$ cat src/rtl/ctsc_pkg.sv
`timescale 1ns / 1ps
// ----------------------------------------------------------------------------
// ctsc_pkg: shared types and constants of the clock time-set controller
// Holds the poll and result payloads, the controller state and digit helpers.
// ----------------------------------------------------------------------------
package ctsc_pkg;

	typedef enum logic [1:0] {
		MODE_SHOW  = 2'd0,
		MODE_SET   = 2'd1,
		MODE_SLEEP = 2'd2
	} mode_t;

	localparam logic [7:0] IDLE_LIMIT_RESET = 8'd60;
	localparam logic [1:0] LAST_POSITION    = 2'd3;
	localparam logic [3:0] DIGIT_MAX        = 4'd9;

	typedef logic [3:0] digit_t;

	typedef struct packed {
		logic       select_pressed;
		logic       left_pressed;
		logic       right_pressed;
		logic [4:0] rtc_hours;
		logic [5:0] rtc_minutes;
		logic [5:0] rtc_seconds;
	} poll_t;

	typedef struct packed {
		logic [1:0] mode;
		logic [3:0] digit_hours_tens;
		logic [3:0] digit_hours_ones;
		logic [3:0] digit_minutes_tens;
		logic [3:0] digit_minutes_ones;
		logic [1:0] selected_position;
		logic       blank_selected;
		logic       colon_on;
		logic       set_strobe;
		logic [6:0] set_hours;
		logic [6:0] set_minutes;
	} result_t;

	typedef struct packed {
		mode_t            mode;
		logic             press_latched;
		digit_t [3:0]     digits;
		logic [1:0]       edit_position;
		logic [7:0]       idle_count;
		logic             colon_level;
	} ctl_state_t;

	// Tens digit of a value below 64.
	function automatic digit_t tens_of(input logic [5:0] val);
		digit_t t;
		if (val >= 6'd60) begin
			t = 4'd6;
		end else if (val >= 6'd50) begin
			t = 4'd5;
		end else if (val >= 6'd40) begin
			t = 4'd4;
		end else if (val >= 6'd30) begin
			t = 4'd3;
		end else if (val >= 6'd20) begin
			t = 4'd2;
		end else if (val >= 6'd10) begin
			t = 4'd1;
		end else begin
			t = 4'd0;
		end
		return t;
	endfunction

	function automatic digit_t ones_of(input logic [5:0] val);
		logic [6:0] prod;
		logic [5:0] rem;
		prod = {3'd0, tens_of(val)} * 7'd10;
		rem  = val - prod[5:0];
		return rem[3:0];
	endfunction

	function automatic logic [6:0] pair_value(input digit_t hi, input digit_t lo);
		logic [7:0] sum;
		sum = {4'd0, hi} * 8'd10 + {4'd0, lo};
		return sum[6:0];
	endfunction

endpackage

$ cat src/rtl/ctsc_poll_if.sv
`timescale 1ns / 1ps
// ----------------------------------------------------------------------------
// ctsc_poll_if: poll channel of the clock time-set controller
// Valid/ready channel that carries one button and clock poll per transfer.
// ----------------------------------------------------------------------------
interface ctsc_poll_if;
	import ctsc_pkg::*;

	logic  valid;
	logic  ready;
	poll_t data;

	modport source (output valid, output data, input ready);
	modport sink (input valid, input data, output ready);
endinterface

$ cat src/rtl/ctsc_result_if.sv
`timescale 1ns / 1ps
// ----------------------------------------------------------------------------
// ctsc_result_if: result channel of the clock time-set controller
// Valid/ready channel that carries one display and set result per transfer.
// ----------------------------------------------------------------------------
interface ctsc_result_if;
	import ctsc_pkg::*;

	logic    valid;
	logic    ready;
	result_t data;

	modport source (output valid, output data, input ready);
	modport sink (input valid, input data, output ready);
endinterface

$ cat src/rtl/ctsc_step.sv
`timescale 1ns / 1ps
// ----------------------------------------------------------------------------
// ctsc_step: next-state and result logic of the clock time-set controller
// Applies one poll to the controller state and forms the matching result.
// ----------------------------------------------------------------------------
module ctsc_step (
	input  ctsc_pkg::poll_t      poll,
	input  ctsc_pkg::ctl_state_t cur,
	input  logic [7:0]           idle_limit,
	output ctsc_pkg::ctl_state_t nxt,
	output ctsc_pkg::result_t    res
);
	import ctsc_pkg::*;

	logic       odd;
	logic       strobe;
	logic [6:0] set_h;
	logic [6:0] set_m;
	digit_t     cur_digit;
	digit_t     stepped;

	assign odd       = poll.rtc_seconds[0];
	assign cur_digit = cur.digits[cur.edit_position];

	always_comb begin
		if (poll.right_pressed && !poll.left_pressed) begin
			stepped = (cur_digit >= DIGIT_MAX) ? 4'd0 : cur_digit + 4'd1;
		end else begin
			stepped = (cur_digit == 4'd0) ? DIGIT_MAX : cur_digit - 4'd1;
		end
	end

	always_comb begin
		nxt    = cur;
		strobe = 1'b0;
		set_h  = 7'd0;
		set_m  = 7'd0;

		if (poll.select_pressed) begin
			nxt.idle_count = 8'd0;
			if (!cur.press_latched) begin
				nxt.press_latched = 1'b1;
				case (cur.mode)
					MODE_SLEEP: begin
						nxt.mode = MODE_SHOW;
					end
					MODE_SHOW: begin
						nxt.digits        = '0;
						nxt.edit_position = 2'd0;
						nxt.mode          = MODE_SET;
					end
					default: begin
						if (cur.edit_position != LAST_POSITION) begin
							nxt.edit_position = cur.edit_position + 2'd1;
						end else begin
							strobe   = 1'b1;
							set_h    = pair_value(cur.digits[0], cur.digits[1]);
							set_m    = pair_value(cur.digits[2], cur.digits[3]);
							nxt.mode = MODE_SHOW;
						end
					end
				endcase
			end
		end else if (poll.left_pressed || poll.right_pressed) begin
			nxt.idle_count = 8'd0;
			if (cur.mode == MODE_SLEEP) begin
				nxt.mode = MODE_SHOW;
			end else if (!cur.press_latched) begin
				nxt.press_latched                  = 1'b1;
				nxt.digits[cur.edit_position]      = stepped;
			end
		end else begin
			nxt.press_latched = 1'b0;
		end

		if (nxt.mode == MODE_SHOW) begin
			nxt.digits[0] = tens_of({1'b0, poll.rtc_hours});
			nxt.digits[1] = ones_of({1'b0, poll.rtc_hours});
			nxt.digits[2] = tens_of(poll.rtc_minutes);
			nxt.digits[3] = ones_of(poll.rtc_minutes);
			if (odd != cur.colon_level) begin
				nxt.colon_level = odd;
				if (nxt.idle_count < idle_limit) begin
					nxt.idle_count = nxt.idle_count + 8'd1;
				end
				if (nxt.idle_count >= idle_limit) begin
					nxt.mode = MODE_SLEEP;
				end
			end
		end
	end

	always_comb begin
		res.mode               = nxt.mode;
		res.digit_hours_tens   = nxt.digits[0];
		res.digit_hours_ones   = nxt.digits[1];
		res.digit_minutes_tens = nxt.digits[2];
		res.digit_minutes_ones = nxt.digits[3];
		res.selected_position  = nxt.edit_position;
		res.blank_selected     = (nxt.mode == MODE_SET) && odd;
		res.colon_on           = nxt.colon_level;
		res.set_strobe         = strobe;
		res.set_hours          = set_h;
		res.set_minutes        = set_m;
	end

endmodule

$ cat src/rtl/clock_time_set_controller.sv
`timescale 1ns / 1ps
// ----------------------------------------------------------------------------
// clock_time_set_controller: menu control for a four-digit clock
// Turns button and clock polls into display digits, mode and time-set strobes.
// ----------------------------------------------------------------------------
// Usage:
// Each transfer on the poll channel carries the three button levels and the
// current clock time. Every poll gives exactly one transfer on the result
// channel with the mode, the four digits, the edit position, blanking, the
// colon level and, on the poll that commits a time, the set strobe with the
// hours and minutes to write.
// A taken poll is registered in poll_s1, and its result is registered in the
// output register when the state advances. One poll is taken per cycle while
// the receiver keeps up. A finished result waits in the output register while
// the next poll is taken; when the receiver stalls with both registers full,
// the poll channel drops ready until the result is taken.
// Reset puts the block in show mode with all digits, counters and latches
// at zero and the idle limit at 60. The user must write the idle limit through
// cfg_we and cfg_wdata while no poll is in flight; the block does not enforce it.
// ----------------------------------------------------------------------------
module clock_time_set_controller (
	input  logic         clk,
	input  logic         arst_n,
	input  logic         cfg_we,
	input  logic [7:0]   cfg_wdata,
	ctsc_poll_if.sink    poll,
	ctsc_result_if.source result
);
	import ctsc_pkg::*;

	poll_t      poll_s1;
	logic       valid_s1;
	result_t    result_q;
	logic       result_valid_q;
	ctl_state_t state_q;
	ctl_state_t state_nxt;
	result_t    result_nxt;
	logic [7:0] idle_limit_q;
	logic       advance;

	assign advance    = valid_s1 && (!result_valid_q || result.ready);
	assign poll.ready = !valid_s1 || advance;

	ctsc_step u_step (
		.poll       (poll_s1),
		.cur        (state_q),
		.idle_limit (idle_limit_q),
		.nxt        (state_nxt),
		.res        (result_nxt)
	);

	always_ff @(posedge clk or negedge arst_n) begin
		if (!arst_n) begin
			idle_limit_q <= IDLE_LIMIT_RESET;
		end else if (cfg_we) begin
			idle_limit_q <= cfg_wdata;
		end
	end

	always_ff @(posedge clk or negedge arst_n) begin
		if (!arst_n) begin
			valid_s1 <= 1'b0;
		end else if (poll.ready) begin
			valid_s1 <= poll.valid;
		end
	end

	always_ff @(posedge clk) begin
		if (poll.valid && poll.ready) begin
			poll_s1 <= poll.data;
		end
	end

	always_ff @(posedge clk or negedge arst_n) begin
		if (!arst_n) begin
			state_q <= '{mode: MODE_SHOW, press_latched: 1'b0, digits: '0,
				edit_position: 2'd0, idle_count: 8'd0, colon_level: 1'b0};
		end else if (advance) begin
			state_q <= state_nxt;
		end
	end

	always_ff @(posedge clk or negedge arst_n) begin
		if (!arst_n) begin
			result_valid_q <= 1'b0;
		end else if (advance) begin
			result_valid_q <= 1'b1;
		end else if (result.ready) begin
			result_valid_q <= 1'b0;
		end
	end

	always_ff @(posedge clk) begin
		if (advance) begin
			result_q <= result_nxt;
		end
	end

	assign result.valid = result_valid_q;
	assign result.data  = result_q;

endmodule

$ cat src/flat_wrapper.sv
// flat-port wrapper written by rule: the top's interface ports become plain ports
module clock_time_set_controller_flat import ctsc_pkg::*;
  (clk, arst_n, cfg_we, cfg_wdata, poll_valid, poll_data, poll_ready, result_valid, result_data, result_ready);
  ctsc_poll_if poll_i ();
  ctsc_result_if result_i ();
  input  logic clk;
  input  logic arst_n;
  input  logic cfg_we;
  input  logic [7:0] cfg_wdata;
  input wire logic [$bits(poll_i.valid)-1:0] poll_valid;
  input wire logic [$bits(poll_i.data)-1:0] poll_data;
  output wire logic [$bits(poll_i.ready)-1:0] poll_ready;
  output wire logic [$bits(result_i.valid)-1:0] result_valid;
  output wire logic [$bits(result_i.data)-1:0] result_data;
  input wire logic [$bits(result_i.ready)-1:0] result_ready;
  assign poll_i.valid = poll_valid;
  assign poll_i.data = poll_data;
  assign poll_ready = poll_i.ready;
  assign result_valid = result_i.valid;
  assign result_data = result_i.data;
  assign result_i.ready = result_ready;
  clock_time_set_controller u_core (.clk(clk), .arst_n(arst_n), .cfg_we(cfg_we), .cfg_wdata(cfg_wdata), .poll(poll_i), .result(result_i));
endmodule
$ cat config.mk
export PLATFORM = sky130hd
export DESIGN_NAME = clock_time_set_controller_flat
export DESIGN_NICKNAME = d
export VERILOG_FILES = /design/src/rtl/ctsc_pkg.sv /design/src/rtl/ctsc_poll_if.sv /design/src/rtl/ctsc_result_if.sv /design/src/rtl/ctsc_step.sv /design/src/rtl/clock_time_set_controller.sv /design/src/flat_wrapper.sv
export SDC_FILE = /design/constraint.sdc
export NUM_CORES = 1
export LEC_CHECK = 0
export BUFFER_PORTS_ARGS = -buffer_cell sky130_fd_sc_hd__buf_2
export CORE_ASPECT_RATIO = 1.5
export CORE_MARGIN = 5
export CORE_UTILIZATION = 59
export DETAILED_ROUTE_END_ITERATION = 8
export PLACE_DENSITY = 0.9
export SKIP_LAST_GASP = 1
export SLEW_MARGIN = 20
export SYNTH_ARGS = -nofsm -noshare
export SYNTH_HDL_FRONTEND = slang
export SYNTH_SLANG_ARGS = --single-unit
$ cat constraint.sdc
create_clock -name clk -period 4.4 [get_ports clk]
set_input_delay 0.44 -clock clk [delete_from_list [all_inputs] [get_ports clk]]
set_output_delay 0.44 -clock clk [all_outputs]
set_load 0.03 [all_outputs]
==> impl_results.md <==
* Post-CTS Resized at 0
* Setup TNS at 0 ns
* Grt ovf at 0
* Num CTS Buffers at 9
* Worst Hold Class: input port to asynchronous set/reset pin
* Syn_area_per_cell at 9.933 µm²
* Area share of the largest cell type after synthesis at between 20% and 30%
* Register bit count reported by yosys at 92
* CP startpoint kind: flop
* Post-Synthesis Cells at roughly 590
* Core box area at 9689 µm²
* Initial core utilization at approximately 60%
* CTS root buffer: clkbuf_16
* Drt wl/cell at roughly 18 µm
* Netlist Area Pre-Place at 5811 µm²
* Status: finished clean
* Initial antenna violation count at 0
* Top achievable clock speed at between 0.2 and 0.25 GHz
* Most used DFF post-synth: edfxtp_1
* Worst R2R Start: u_core.poll_s1[18]$_DFFE_PP_
* Global Route Usage Sum at between 20% and 30%
* Crit path capture type: flop
* CP max FO at 7
* Synth unique cells at 67
* # IOs at 72
* ANT cells at 0
* Synthesis warning total at 0
* Fillers at between 700 and 800
* Post-layout min period at 4.013 ns
* Number of setup buffers added after CTS at 0
* Overall routed net length at roughly 14000 µm
* Initial DRC Count at 510
* Routed Antenna Nets at 0
* Final Max Tran Viols at 0
* Clock Sinks at 92
* GPL Wtd Cong at between 0.9 and 1
* Tcrit/Tclk final at 91.20%
* Fin. Hold Viols at 0
* Nets at 708
* Setup WS post-layout at 0.3871 ns
* Vias in the first global route at 4846
* CTS H-tree lvls at 3
* First-pass DRT Iterations at 7
* Post-synth EDFFs at 52
* Clk slew on worst S/H paths at 0.06 ns
* Post-synthesis compound-gate area fraction at 18.22%
* Die Span Y at 131.5 µm
* Max_cap viols at 0
* Max IR drop VDD at 0.3525 mV
* Relative slew margins at 37.06%
* Syn_nets at 656
* Vias per inst at around 6.3
* Seq/Total Area, Yosys at 44.19%
* RR Endpoint: u_core.result.data[36]$_DFFE_PP_
* Largest family of logic cells by synthesized area: compound AO/OA/AOI/OAI gates
* I/O Buffers at 66
* Row count at 44
* Clock Path Buffers at 2
* Layout cell share with drive strength beyond 1 at 18.22%
* First-pass GRT wire length at 23210 µm
* Post-synth top area cell: edfxtp_1
* Hold-fix buffers, CTS at 0
* CTS tree: built
* Area Overhead vs Synth at 11.50%
* Dominant cells by area after synthesis: edfxtp_1, dfrtp_1, ha_1, o21ai_0, nand2_1
* Residual DRC at 0
* Crit path capture: u_core.result.data[36]$_DFFE_PP_
* Clock skew at just under 0.009 ns
* Crit path required time at 4.46 ns
* Die ar. at ~12000 µm²
* Mux share of post-synthesis cell area at 4.307%
* Synth async-reset ratio at roughly 43%
* Crit. Startpoint: u_core.poll_s1[18]$_DFFE_PP_
* Dpl hpwl at 10210 µm
* Via count at 4797
* Reg2Reg Depth at 15
* Adder-Cell Fraction of Synth Area at 8.958%
* Pwr dens at 562.6 nW/µm²
* CP Class: flop to flop
* DIE WIDTH at between 90 and 100 µm
* Lkg Pwr at 0.002739 µW
* Simple-gate area share of the yosys netlist at 17.66%
* Worst-Margin Slew at 0.9441 ns
* Setup violators final at 0
* Pre-CTS setup slack at ~0.46 ns
* Clk_lat worst skew at about 0.35 ns
* RSZ-0062 raised after global routing: false
* Xor/xnor cell area share of the yosys netlist at around 2.3%
* Pin count of the biggest net entering global routing at approximately 40
* Reg2Reg Setup Slack at 0.39 ns
* Worst EP arrival at between 4 and 5 ns
==> cell usage in the layout, fill, tap and decap left out, types with 3 or more instances in the layout <==
master | Yosys | layout
nor4_1 | 4 | 4
nor2b_1 | 9 | 9
or3_1 | 4 | 4
o22ai_1 | 5 | 5
buf_4 | 1 | 5
o311ai_0 | 5 | 5
inv_1 | 33 | 32
xor2_1 | 11 | 11
nand3_1 | 17 | 17
and2_1 | 15 | 15
clkbuf_16 | 0 | 10
a21o_1 | 5 | 5
and3_1 | 6 | 6
o21ai_0 | 57 | 57
nor2_1 | 40 | 40
mux4_2 | 4 | 4
ha_1 | 32 | 32
fa_1 | 6 | 6
nand2_1 | 56 | 56
or4_1 | 3 | 3
a31oi_1 | 12 | 12
mux2i_1 | 7 | 7
a22oi_1 | 8 | 8
nand3b_1 | 5 | 5
dfrtp_1 | 36 | 36
buf_2 | 7 | 66
a22o_1 | 4 | 4
a32o_1 | 3 | 3
nand2b_1 | 11 | 11
a21oi_1 | 34 | 34
o31ai_1 | 3 | 3
edfxtp_1 | 52 | 52
dfstp_2 | 4 | 4
mux2_2 | 7 | 7
xnor2_1 | 4 | 4
nor3_1 | 12 | 12
o21a_1 | 7 | 7
==> critical path: stages, from the launching register on <==
cell,delay (ns)
edfxtp_1,0.47
nor2_1,0.18
nand2_1,0.17
nor2_1,0.24
ha_1,0.29
a21oi_1,0.17
o22ai_1,0.11
a211oi_2,0.36
nand2_1,0.28
mux2_2,0.35
ha_1,0.30
a21o_1,0.16
a21oi_1,0.17
o21ai_0,0.10
a31oi_1,0.25
o21ai_0,0.13
==> sequential cells by signal (all words and copies together) (netlist names) <==
| signal | count |
|---|---|
| u_core.state_q | 30 |
| u_core.poll_s1 | 15 |
| u_core.valid_s1 | 1 |
| u_core.result.valid | 1 |
| u_core.result.data | 37 |
| u_core.idle_limit_q | 8 |
==> stage by stage <==
step | power (µW) | hold slack, ns | util (%) | instance area (µm²) | instances
6_report | 3645 | 0.2391 | 66.86 | 6479 | 757
5_1_grt | 3855 | 0.2592 | 66.86 | 6479 | 757
4_1_cts | 3619 | 0.2602 | 66.86 | 6479 | 757
3_5_place_dp | 2870 | 0.4528 | 63.88 | 6190 | 741
3_3_place_gp | 2792 | 0.4483 | 63.88 | 6190 | 741
2_1_floorplan | 2477 | 0.1444 | - | 5811 | 585
==> metal layers <==
layer | vias up | part of all wire [%] | global-route usage, %
met5 | - | 0 | 0
met4 | 0 | 5.5 | 13.38
met3 | 57 | 6.5 | 3.833
met2 | 237 | 53 | 42.05
met1 | 2267 | 35 | 26.01
li1 | 2236 | - | -
==> how the worst min path moves through the flow <==
stage                                              end                           from  cells after the start  slack [ns]
detailed placement       u_core.state_q[7]$_DFFE_PN0P_  u_core.state_q[7]$_DFFE_PN0P_                      1        0.45
finish              u_core.idle_limit_q[1]$_DFFE_PN0P_                         arst_n                      1        0.24
global placement         u_core.state_q[7]$_DFFE_PN0P_  u_core.state_q[7]$_DFFE_PN0P_                      1        0.45
global route               u_core.poll_s1[0]$_DFFE_PP_                   poll_data[0]                      1        0.26
CTS                 u_core.idle_limit_q[0]$_DFFE_PN0P_                         arst_n                      1        0.26
floorplan           u_core.idle_limit_q[0]$_DFFE_PN0P_                         arst_n                      0        0.14
==> report_power, final <==
| group | switching, µW | internal [µW] | total (µW) |
|---|---|---|---|
| combinational | 967 | 604 | 1570 |
| sequential | 225 | 1100 | 1330 |
| clock | 325 | 421 | 746 |
==> logic make-up (layout without fill, tap and decap cells) <==
group | Yosys count | after routing
compound gates | 163 | 163
fa+ha+maj | 38 | 38
xor+xnor | 15 | 15
buf+inv | 63 | 120
mux | 19 | 19
flops | 92 | 92
simple gates | 195 | 195
==> synthesized netlist by cell type (all sizes together) (2+ instances only) <==
master,number
o21ai,58
nand2,56
edfxtp,52
nor2,40
dfrtp,36
a21oi,34
inv,33
ha,32
clkbuf,19
nand3,17
and2,15
a31oi,13
nor3,12
buf,11
nand2b,11
xor2,11
a22oi,9
nor2b,9
mux2,8
mux2i,7
o21a,7
and3,6
fa,6
nor4,6
o311ai,6
a21o,5
nand3b,5
o22ai,5
a22o,4
dfstp,4
mux4,4
or3,4
xnor2,4
a32o,3
nor4b,3
o21bai,3
o31ai,3
or4,3
a211oi,2
o41ai,2
or2,2
or3b,2
or4b,2
==> layout make-up <==
| type | count | area (µm²) | share of cell area, % |
|---|---|---|---|
| Clock inverter | 4 | 31.28 | 0.4828 |
| Sequential cell | 92 | 2567 | 39.63 |
| Inverter | 33 | 123.9 | 1.912 |
| Timing Repair Buffer | 71 | 367.9 | 5.678 |
| Tap cell | 115 | 143.9 | 2.221 |
| Multi-Input combinational cell | 430 | 2987 | 46.10 |
| Clock buffer | 12 | 257.7 | 3.978 |
Power figures use the tool's default switching activity.
